### src/hdl/pfa_pkg.sv
// ============================================================================
// pfa_pkg: shared types and constants of the page frame allocator
// Sizes of the in-use map, result codes and the control/status bundles
// that pass between the controller and the datapath.
// ============================================================================
package pfa_pkg;

	localparam int MAX_FRAMES      = 4096;
	localparam int RESERVED_FRAMES = 256;
	localparam int FRAME_BYTES     = 4096;

	localparam int FRAME_IDX_W = $clog2(MAX_FRAMES);      // 12
	localparam int CNT_W       = FRAME_IDX_W + 1;         // 13
	localparam int WORD_W      = 32;
	localparam int BIT_W       = $clog2(WORD_W);          // 5
	localparam int MAP_WORDS   = MAX_FRAMES / WORD_W;     // 128
	localparam int ROW_W       = $clog2(MAP_WORDS);       // 7
	localparam int VISIT_W     = ROW_W + 1;
	localparam int OFFS_W      = $clog2(FRAME_BYTES);     // 12
	localparam int ADDR_W      = 32;
	localparam int PIDX_W      = ADDR_W - OFFS_W;         // 20
	localparam int GRANT_W     = 24;
	localparam int STATUS_W    = 3;
	localparam int OUT_W       = 40;

	localparam logic [CNT_W-1:0] N_MIN     = CNT_W'(RESERVED_FRAMES + 1);
	localparam logic [CNT_W-1:0] N_MAX     = CNT_W'(MAX_FRAMES);
	localparam logic [CNT_W-1:0] N_RESET   = CNT_W'(4096);
	localparam logic [CNT_W-1:0] RES_COUNT = CNT_W'(RESERVED_FRAMES);

	localparam logic [STATUS_W-1:0] ST_ALLOCATED    = 3'd0;
	localparam logic [STATUS_W-1:0] ST_NO_FREE      = 3'd1;
	localparam logic [STATUS_W-1:0] ST_FREED        = 3'd2;
	localparam logic [STATUS_W-1:0] ST_OUT_OF_RANGE = 3'd3;
	localparam logic [STATUS_W-1:0] ST_ALREADY_FREE = 3'd4;

	localparam logic CMD_ALLOC = 1'b0;
	localparam logic CMD_FREE  = 1'b1;

	typedef struct packed {
		logic accept;
		logic start;
		logic scan;
		logic free_chk;
		logic load_out;
		logic clear;
	} ctl_t;

	typedef struct packed {
		logic cmd_free;
		logic alloc_full;
		logic out_range;
		logic found;
		logic miss;
		logic clear_done;
		logic out_free;
	} sts_t;

endpackage

### src/hdl/pfa_ctrl.sv
// ============================================================================
// pfa_ctrl: allocator sequencer
// Steps each request through start, map scan or free check (unless full or out
// of range) and result load, and runs the map clearing pass after reset.
// ============================================================================
module pfa_ctrl (
	input  logic          clk,
	input  logic          arst_n,
	input  logic          in_valid,
	output logic          in_ready,
	input  pfa_pkg::sts_t sts,
	output pfa_pkg::ctl_t ctl
);
	import pfa_pkg::*;

	localparam logic [2:0] S_CLEAR    = 3'd0;
	localparam logic [2:0] S_IDLE     = 3'd1;
	localparam logic [2:0] S_START    = 3'd2;
	localparam logic [2:0] S_SCAN     = 3'd3;
	localparam logic [2:0] S_FREE_CHK = 3'd4;
	localparam logic [2:0] S_OUT      = 3'd5;

	logic [2:0] state_q;
	logic [2:0] state_d;

	assign in_ready = (state_q == S_IDLE);

	always_comb begin
		ctl          = '0;
		ctl.accept   = (state_q == S_IDLE) && in_valid;
		ctl.start    = (state_q == S_START);
		ctl.scan     = (state_q == S_SCAN);
		ctl.free_chk = (state_q == S_FREE_CHK);
		ctl.load_out = (state_q == S_OUT) && sts.out_free;
		ctl.clear    = (state_q == S_CLEAR);
	end

	always_comb begin
		state_d = state_q;
		unique case (state_q)
			S_CLEAR: begin
				if (sts.clear_done) state_d = S_IDLE;
			end
			S_IDLE: begin
				if (in_valid) state_d = S_START;
			end
			S_START: begin
				if (sts.cmd_free) state_d = sts.out_range ? S_OUT : S_FREE_CHK;
				else state_d = sts.alloc_full ? S_OUT : S_SCAN;
			end
			S_SCAN: begin
				if (sts.found || sts.miss) state_d = S_OUT;
			end
			S_FREE_CHK: begin
				state_d = S_OUT;
			end
			S_OUT: begin
				if (sts.out_free) state_d = S_IDLE;
			end
			default: begin
				state_d = S_IDLE;
			end
		endcase
	end

	always_ff @(posedge clk or negedge arst_n) begin
		if (!arst_n) state_q <= S_CLEAR;
		else state_q <= state_d;
	end

endmodule

### config.mk
export PLATFORM = sky130hd
export DESIGN_NAME = pfa_ctrl
export DESIGN_NICKNAME = d
export VERILOG_FILES = /design/src/hdl/pfa_pkg.sv /design/src/hdl/pfa_ctrl.sv
export SDC_FILE = /design/constraint.sdc
export NUM_CORES = 1
export LEC_CHECK = 0
export BUFFER_PORTS_ARGS = -buffer_cell sky130_fd_sc_hd__buf_2
export CAP_MARGIN = 20
export CORE_AREA = 10 10 47 49
export DETAILED_ROUTE_END_ITERATION = 12
export DIE_AREA = 0 0 57 59
export MAX_ROUTING_LAYER = met4
export PLACE_DENSITY = 0.49
export SYNTH_ARGS = -nofsm -noshare
export SYNTH_HDL_FRONTEND = slang
export SYNTH_SLANG_ARGS = --single-unit
### constraint.sdc
create_clock -name clk -period 1.8 [get_ports clk]
set_input_delay 0.18 -clock clk [delete_from_list [all_inputs] [get_ports clk]]
set_output_delay 0.18 -clock clk [all_outputs]
set_load 0.1 [all_outputs]
---- After elaboration in Yosys (flattened, before gate mapping) ----
Cells that the tools add are included.
word-level totals
  bits in read-only memories .............. 0
  bits in latches ......................... 0
  bits in registers ....................... 3
  output and inout bits ................... 7
  bits in writable memories ............... 0
  memories ................................ 0
  word-level logic and storage cells ...... 23
  input bits .............................. 10
cells by class
  reductions and logical operators ........ 5
  muxes and demuxes ....................... 8
  $mul .................................... 0
  bitwise gates (word level) .............. 0
  div/mod/pow operators ................... 0
  order comparisons ....................... 0
  equality and inequality tests ........... 9
  shifts and indexed selects .............. 0
  add/subtract/negate cells ............... 0
operator list
  cell                  count
  $mux W3               6
  $pmux W3 S6           1
  $eq A3 B2 Y1 const B  2
  $eq A3 B3 Y1 const B  2
  $ne A2 B2 Y1 const B  3
  $reduce_and A4 Y1     1
  $eq A3 B1 Y1 const B  1
  $logic_not A3 Y1      1
  $logic_and A1 B1 Y1   2
  $ne A2 B1 Y1 const B  1
  $logic_or A1 B1 Y1    1
  $mux W1               1

---- Depth between registers and ports, before layout ----
Gate-level depths: netlist of the first run.
  word-level depth ........................ 3
  gate-level depth with buffers ........... 4
  gate-level depth less buffers ........... 3

---- Worst setup path after synthesis of the first run ----
Ideal clock, no wire load.
  path type ............................... register -> output
  start point ............................. register state_q[0]
  end point ............................... output ctl[0] (netlist name)
  data arrival time ....................... 2.638 ns
  stages on the path, launching flop included .. 3
  slack ................................... -1.018 ns
  path buffers ............................ 1
  cells stage by stage .................... dfrtp_1 > buf_4 > nor3_1
RTL lines
  element                 RTL line        RTL
  from (decl)             pfa_ctrl.sv:23  logic [2:0] state_q;
  from (signal assigned)  pfa_ctrl.sv:68  else state_q <= state_d;
  to (decl)               pfa_ctrl.sv:12  output pfa_pkg::ctl_t ctl

---- Worst setup path in the final report of the first run ----
  start point ............................. register state_q[0]
  end point ............................... output in_ready
on the way
  longest elaborated chain between the ends .. 1
RTL lines
  element       RTL line        RTL
  $eq A3 B1 Y1  pfa_ctrl.sv:26  assign in_ready = (state_q == S_IDLE);
  to (decl)     pfa_ctrl.sv:10  output logic in_ready,
No other way between the ends.

==> parameters.txt, run 1 <==
Parameter                              Value

Setup path
  Cells traversed along the worst timing path ... nand2b_1, nor2_2, buf_2
  Worst-case register-to-register setup slack ... 630 ps
  Delay-heaviest family, CP ... flip-flops
  Max Fanout on Critical Path ... 12
  Capture point of the worst reg-to-reg path ... state_q[2]
  CP max stage delay ... around 600 ps
  CP Data Arrival Time ... around 1500 ps
  WS Path Type ... reg -> out
  Slowest CP cell ... dfrtp_1
  CP startpoint kind ... flop
  Data required time at the worst endpoint ... 1620 ps
  CP Buf/Inv Count ... 1
  Startpoint of the most critical register-to-register path ... state_q[0]
  Cell count of the worst reg-to-reg path ... 3
  Endpoint kind of the worst setup timing path ... output port

Outcome
  Run status ... completed

Yosys
  Number of distinct standard cells referenced by the synthesized netlist ... 20
  Portion of the post-synthesis area used by sequential elements ... 0.290
  Net count after synthesis ... 40
  Synth Area in Simple Gates ... 0.444
  Share of synthesized area spent on multiplexers ... 0
  Adder-cell share of the synthesized area ... 0
  Synth Area in Compound Gates ... 0.193
  Number of storage elements in the synthesis netlist ... 3
  Area share of xor/xnor cells in the synthesized design ... 0
  Cell area after synthesis ... roughly 260 µm²
  Average size of a mapped cell ... approximately 8.6 µm²
  Dominant combinational cell family by area after synthesis ... simple AND/OR/NAND/NOR gates
  Post-Syn Instances ... 30
  Synth warn ... 0

Global route
  Overall Global Routing Usage ... 0.0484
  First-pass GRT wire length ... about 1.2 mm
  Via count of the first global-routing pass ... a little under 300
  Pin count of the biggest net entering global routing ... 13
  Total congestion overflow ... 0
  Antenna violations before repair ... 0

STA
  Final Max Slew Viols ... 0
  Final critical-path setup slack ... roughly 110 ps
  Hold violation count in the final report ... 0
  Clock skew ... ~0.15 ps
  Endpoints failing setup ... 0
  Maximum operating frequency ... 0.592 GHz
  RSZ-0062 raised after global routing ... false
  Worst-margin pin slew ... ~490 ps
  Max-Slew Margin vs Limit ... 0.676
  Final min period ... approximately 1700 ps
  Final worst path period share ... 0.939

Final layout
  # fillers ... approximately 170
  Multi-input logic area ... around 180 µm²
  Proportion of layout cells with a drive suffix above 1 ... 0.531
  Ant. Diodes ... 0
  Largest registers ... state_q (3)
  Largest Register ... state_q
  Layout Area Growth over Synthesis ... 69.6%
  FF+latch area ... 75.1 µm²
  Flip-flop count of the largest register, all copies and words added ... 3
  Commonest cells after routing, fill and taps aside ... 12 x buf_2, 4 x clkbuf_4
  Most common cell after layout, fill and taps aside ... buf_2
  Post-route standard cell area excluding fillers ... between 400 and 500 µm²
  Nets ... 60

Drt
  DRC violation count after routing ... 0
  Starting DRT DRC Count ... 3
  Number of routed nets with antenna violations ... 0
  1st-pass router iterations ... 4
  Wire length per cell ... about 11 µm
  Vias after detailed routing ... around 270
  Via-per-instance ratio ... 4.11
  Wirelength, routed ... 741 µm

Run
  Max-Cap Viols ... 0

Placement
  Pre-CTS setup slack ... 321 ps
  Final HPWL from detailed placement ... a little over 600 µm
  Cell area reported after detailed placement ... about 400 µm²
  I/O Buffers ... 16
  Routability cong. ... slightly below 0.7

Floorplan
  Number of cell rows ... 14
  Initial Utilization ... 0.185
  Die extent in x ... approximately 57 µm
  Io pins ... 17
  Core area ... between 1000 and 1500 µm²
  Die Y ... 59 µm
  Total die area ... 3360 µm²

Clock network
  Clock tree root buffer cell ... clkbuf_4
  TritonCTS clock tree ... built
  Number of clock sinks ... 3
  Number of CTS-inserted buffers ... 3
  Count of H-tree levels built during CTS ... 1
  Number of buffers added for setup after CTS ... 0
  Longest Clk Path Bufs ... 2
  Clk pin slew, worst setup/hold paths ... around 40 ps
  Skew-Pair Late Insertion Delay ... between 200 and 250 ps

Hold path
  Hold path start ... sts[3]
  Worst hold path class ... in -> reg
  Capture endpoint of the worst hold path ... state_q[2]
  Number of cells traversed by the worst hold path ... 3
[worst max path at each step]
stage | to | startpoint | cells past startpoint
final | in_ready | state_q[0] | 3
after global routing | in_ready | state_q[0] | 3
after CTS | ctl[4] | state_q[1] | 3
after detailed placement | ctl[4] | state_q[1] | 3
after global placement | ctl[4] | state_q[1] | 3
after floorplan | ctl[0] | state_q[0] | 2
[what timing repair did]
item,in CTS,in global routing
endpoints found under the setup margin,0,1
gates resized for setup,0,1
endpoints found under the hold margin,3,0
hold buffers,1,0
[area by class of cell]
class / instances / share of cell area
tap: 16 / 0.0456
sequential: 3 / 0.171
timing repair buffer: 17 / 0.313
multi-input combinational: 25 / 0.410
clock buffer: 4 / 0.0598
[synthesized netlist by cell type]
master	number	share of area
a31oi_1	1	0.024
nor4b_4	1	0.092
o21ai_2	1	0.034
o22ai_1	1	0.024
a21oi_1	3	0.058
o21ai_1	1	0.019
nor3_1	1	0.019
and3_1	1	0.024
and2b_1	1	0.029
or2_0	1	0.024
nor2b_1	2	0.048
dfrtp_1	3	0.29
buf_4	1	0.029
nand2b_1	3	0.072
nor2_1	4	0.058
nand2_1	1	0.014
nand3b_1	1	0.029
and3b_1	1	0.034
o221ai_1	1	0.034
buf_6	1	0.043
[logic make-up after synthesis]
logic type	after synthesis
AOI/OAI and AO/OA	8
buffers and inverters	2
DFF	3
and+or+nand+nor	17
[worst min-delay path, stage by stage]
cell and delay [ps]:
buf_2 90, o21ai_2 50, o221ai_1 60
[metrics by stage]
stage	util	hold slack, ps	TNS, ps	std cells
finish	0.313	201	0	65
global route	0.313	223	0	65
CTS	0.312	201	0	65
detailed placement	0.286	-21.9	0	60
global placement	0.286	-20.6	0	60
floorplan	-	-116	-174	30
[routing by layer]
layer	up-vias	track usage	routed length, µm
met4	0	0.0503	16
met3	2	0.0215	53
met2	11	0.0667	349
met1	108	0.0485	322
li1	146	-	-
met5	-	-	0
Power of run 1 is left out: the tool's default activity adds up to more than one toggle a clock period on the data nets, which glitch-free logic cannot reach.
==> run 2, diff against run 1 <==
--- a/config.mk
+++ b/config.mk
@@ -10,6 +10,7 @@
 export CORE_AREA = 10 10 47 49
 export DETAILED_ROUTE_END_ITERATION = 12
 export DIE_AREA = 0 0 57 59
+export GPL_TIMING_DRIVEN = 1
 export MAX_ROUTING_LAYER = met4
 export PLACE_DENSITY = 0.49
 export SYNTH_ARGS = -nofsm -noshare
==> constraint.sdc (replaced) <==
create_clock -name clk -period 1.8 [get_ports clk]
set_input_delay 0.36 -clock clk [delete_from_list [all_inputs] [get_ports clk]]
set_output_delay 0.36 -clock clk [all_outputs]
set_load 0.1 [all_outputs]
==> run 2 against run 1 <==
  * Register-to-register slack better by 90 ps
  * Global-route usage fell by 0.14 points
  * Worst hold slack gained 170 ps
  * First-iteration DRC count increased by 100%
  * Cell area increased by 15%
  * Clock skew increased by 0.82 ps
  * Via count up 7.9%
  * Clock-buffer cell count is the same
  * Non-clock buffer count unchanged
  * Sequential share of layout area fell by 1.7 points
==> parameters.txt, run 2 (synthesized netlist as in run 1, its figures left out) <==
Parameter                              Value

Outcome
  Run status ... completed

Clock network
  Longest Clk Path Bufs ... 2
  Number of clock sinks ... 3
  Count of H-tree levels built during CTS ... 1
  TritonCTS clock tree ... built
  Number of buffers added for setup after CTS ... 0
  Clock tree root buffer cell ... clkbuf_4
  Number of CTS-inserted buffers ... 3
  Skew-Pair Late Insertion Delay ... between 200 and 250 ps
  Clk pin slew, worst setup/hold paths ... approximately 40 ps

Setup path
  Max Fanout on Critical Path ... 12
  CP max stage delay ... around 480 ps
  WS Path Type ... reg -> out
  CP startpoint kind ... flop
  Slowest CP cell ... dfrtp_2
  Worst-case register-to-register setup slack ... between 700 and 800 ps
  CP Data Arrival Time ... between 1000 and 1500 ps
  Delay-heaviest family, CP ... flip-flops
  Cells traversed along the worst timing path ... and2b_1, and3_1, buf_12
  CP Buf/Inv Count ... 1
  Data required time at the worst endpoint ... between 1000 and 1500 ps
  Endpoint kind of the worst setup timing path ... output port

Final layout
  FF+latch area ... between 70 and 80 µm²
  Largest registers ... state_q (3)
  Layout Area Growth over Synthesis ... 94.7%
  Nets ... 60
  # fillers ... between 100 and 150
  Final core occ ... 0.360
  Flip-flop count of the largest register, all copies and words added ... 3
  Proportion of layout cells with a drive suffix above 1 ... 0.571
  Largest Register ... state_q
  Commonest cells after routing, fill and taps aside ... 9 x buf_2, 7 x buf_12, 3 x nand2b_1, 3 x a21oi_1, 3 x clkbuf_4
  Multi-input logic area ... around 190 µm²
  Ant. Diodes ... 0
  Most common cell after layout, fill and taps aside ... buf_2

Placement
  Pre-CTS setup slack ... approximately 280 ps
  Final HPWL from detailed placement ... between 600 and 700 µm
  I/O Buffers ... 16
  Routability cong. ... roughly 0.70

Global route
  Total congestion overflow ... 0
  Antenna violations before repair ... 0
  Via count of the first global-routing pass ... about 280
  Overall Global Routing Usage ... 0.0470
  First-pass GRT wire length ... between 1 and 1.5 mm
  Pin count of the biggest net entering global routing ... 13

Drt
  1st-pass router iterations ... 4
  DRC violation count after routing ... 0
  Vias after detailed routing ... ~290
  Number of routed nets with antenna violations ... 0
  Starting DRT DRC Count ... 6
  Wirelength, routed ... between 700 and 800 µm
  Via-per-instance ratio ... 4.43
  Wire length per cell ... 12.0 µm

STA
  Post-route setup TNS ... 0 ps
  Max-Slew Margin vs Limit ... 0.838
  Clock skew ... between 0.9 and 1 ps
  RSZ-0062 raised after global routing ... false
  Final Max Slew Viols ... 0
  Endpoints failing setup ... 0
  Hold violation count in the final report ... 0
  Final min period ... roughly 1700 ps
  Final critical-path setup slack ... just under 100 ps
  Worst-margin pin slew ... 244 ps
  Final worst path period share ... 0.946
  Maximum operating frequency ... 0.587 GHz

Floorplan
  Initial Utilization ... 0.185
  Die Y ... around 59 µm
  Core area ... roughly 1400 µm²
  Io pins ... 17
  Number of cell rows ... 14
  Die extent in x ... around 57 µm
  Total die area ... 3360 µm²

Run
  Max-Cap Viols ... 0

Hold path
  Worst hold path class ... in -> reg
run 2: changes by cell type in the layout (fill, tap and decap cells not counted):
cell,delta
clkbuf_4,-1
dfrtp_2,+2
nor2_2,-1
buf_2,-3
dfrtp_1,-2
buf_12,+4
nor2_4,+1
run 2: final cells by class:
class                   instances  area share
repair buffers                 17       0.387
multi-input cells              25       0.367
flip-flops and latches          3       0.154
clock buffers                   4      0.0521
well taps                      16      0.0397
run 2: metrics by stage:
| stage | std cells | cell area, µm² | hold slack, ps |
|---|---|---|---|
| finish | 65 | 504 | 367 |
| global route | 65 | 504 | 385 |
| CTS | 65 | 502 | 370 |
| detailed placement | 60 | 465 | 157 |
| global placement | 60 | 465 | 155 |
| floorplan | 30 | 279 | 64.4 |
run 2: path summary, 6_finish.rpt:
path | from | to | cells after the start
worst max-delay path | state_q[1] | ctl[1] | 3
worst min-delay path | sts[3] | state_q[2] | 3
worst max register to register | state_q[0] | state_q[2] | 3
worst min register to register | state_q[2] | state_q[1] | 1
max in group asynchronous | arst_n | state_q[1] | 2
min in group asynchronous | arst_n | state_q[2] | 2
run 2: what timing repair did:
item,in CTS,in global routing
gates resized for setup,0,2
endpoints found under the hold margin,3,0
setup endpoints to repair,0,3
hold buffers,1,0
run 2: metal layers:
| layer | vias to the layer above | wire [µm] | track usage |
|---|---|---|---|
| met4 | 0 | 19 | 0.0503 |
| met2 | 11 | 393 | 0.0682 |
| met3 | 2 | 55 | 0.0215 |
| met5 | - | 0 | - |
| li1 | 144 | - | - |
| met1 | 131 | 315 | 0.0437 |
run 2: worst min-delay path, cell delays in order:
cell and delay [ps]:
buf_2 90, o21ai_2 50, o221ai_1 60
Power of run 2 is left out for the same reason.
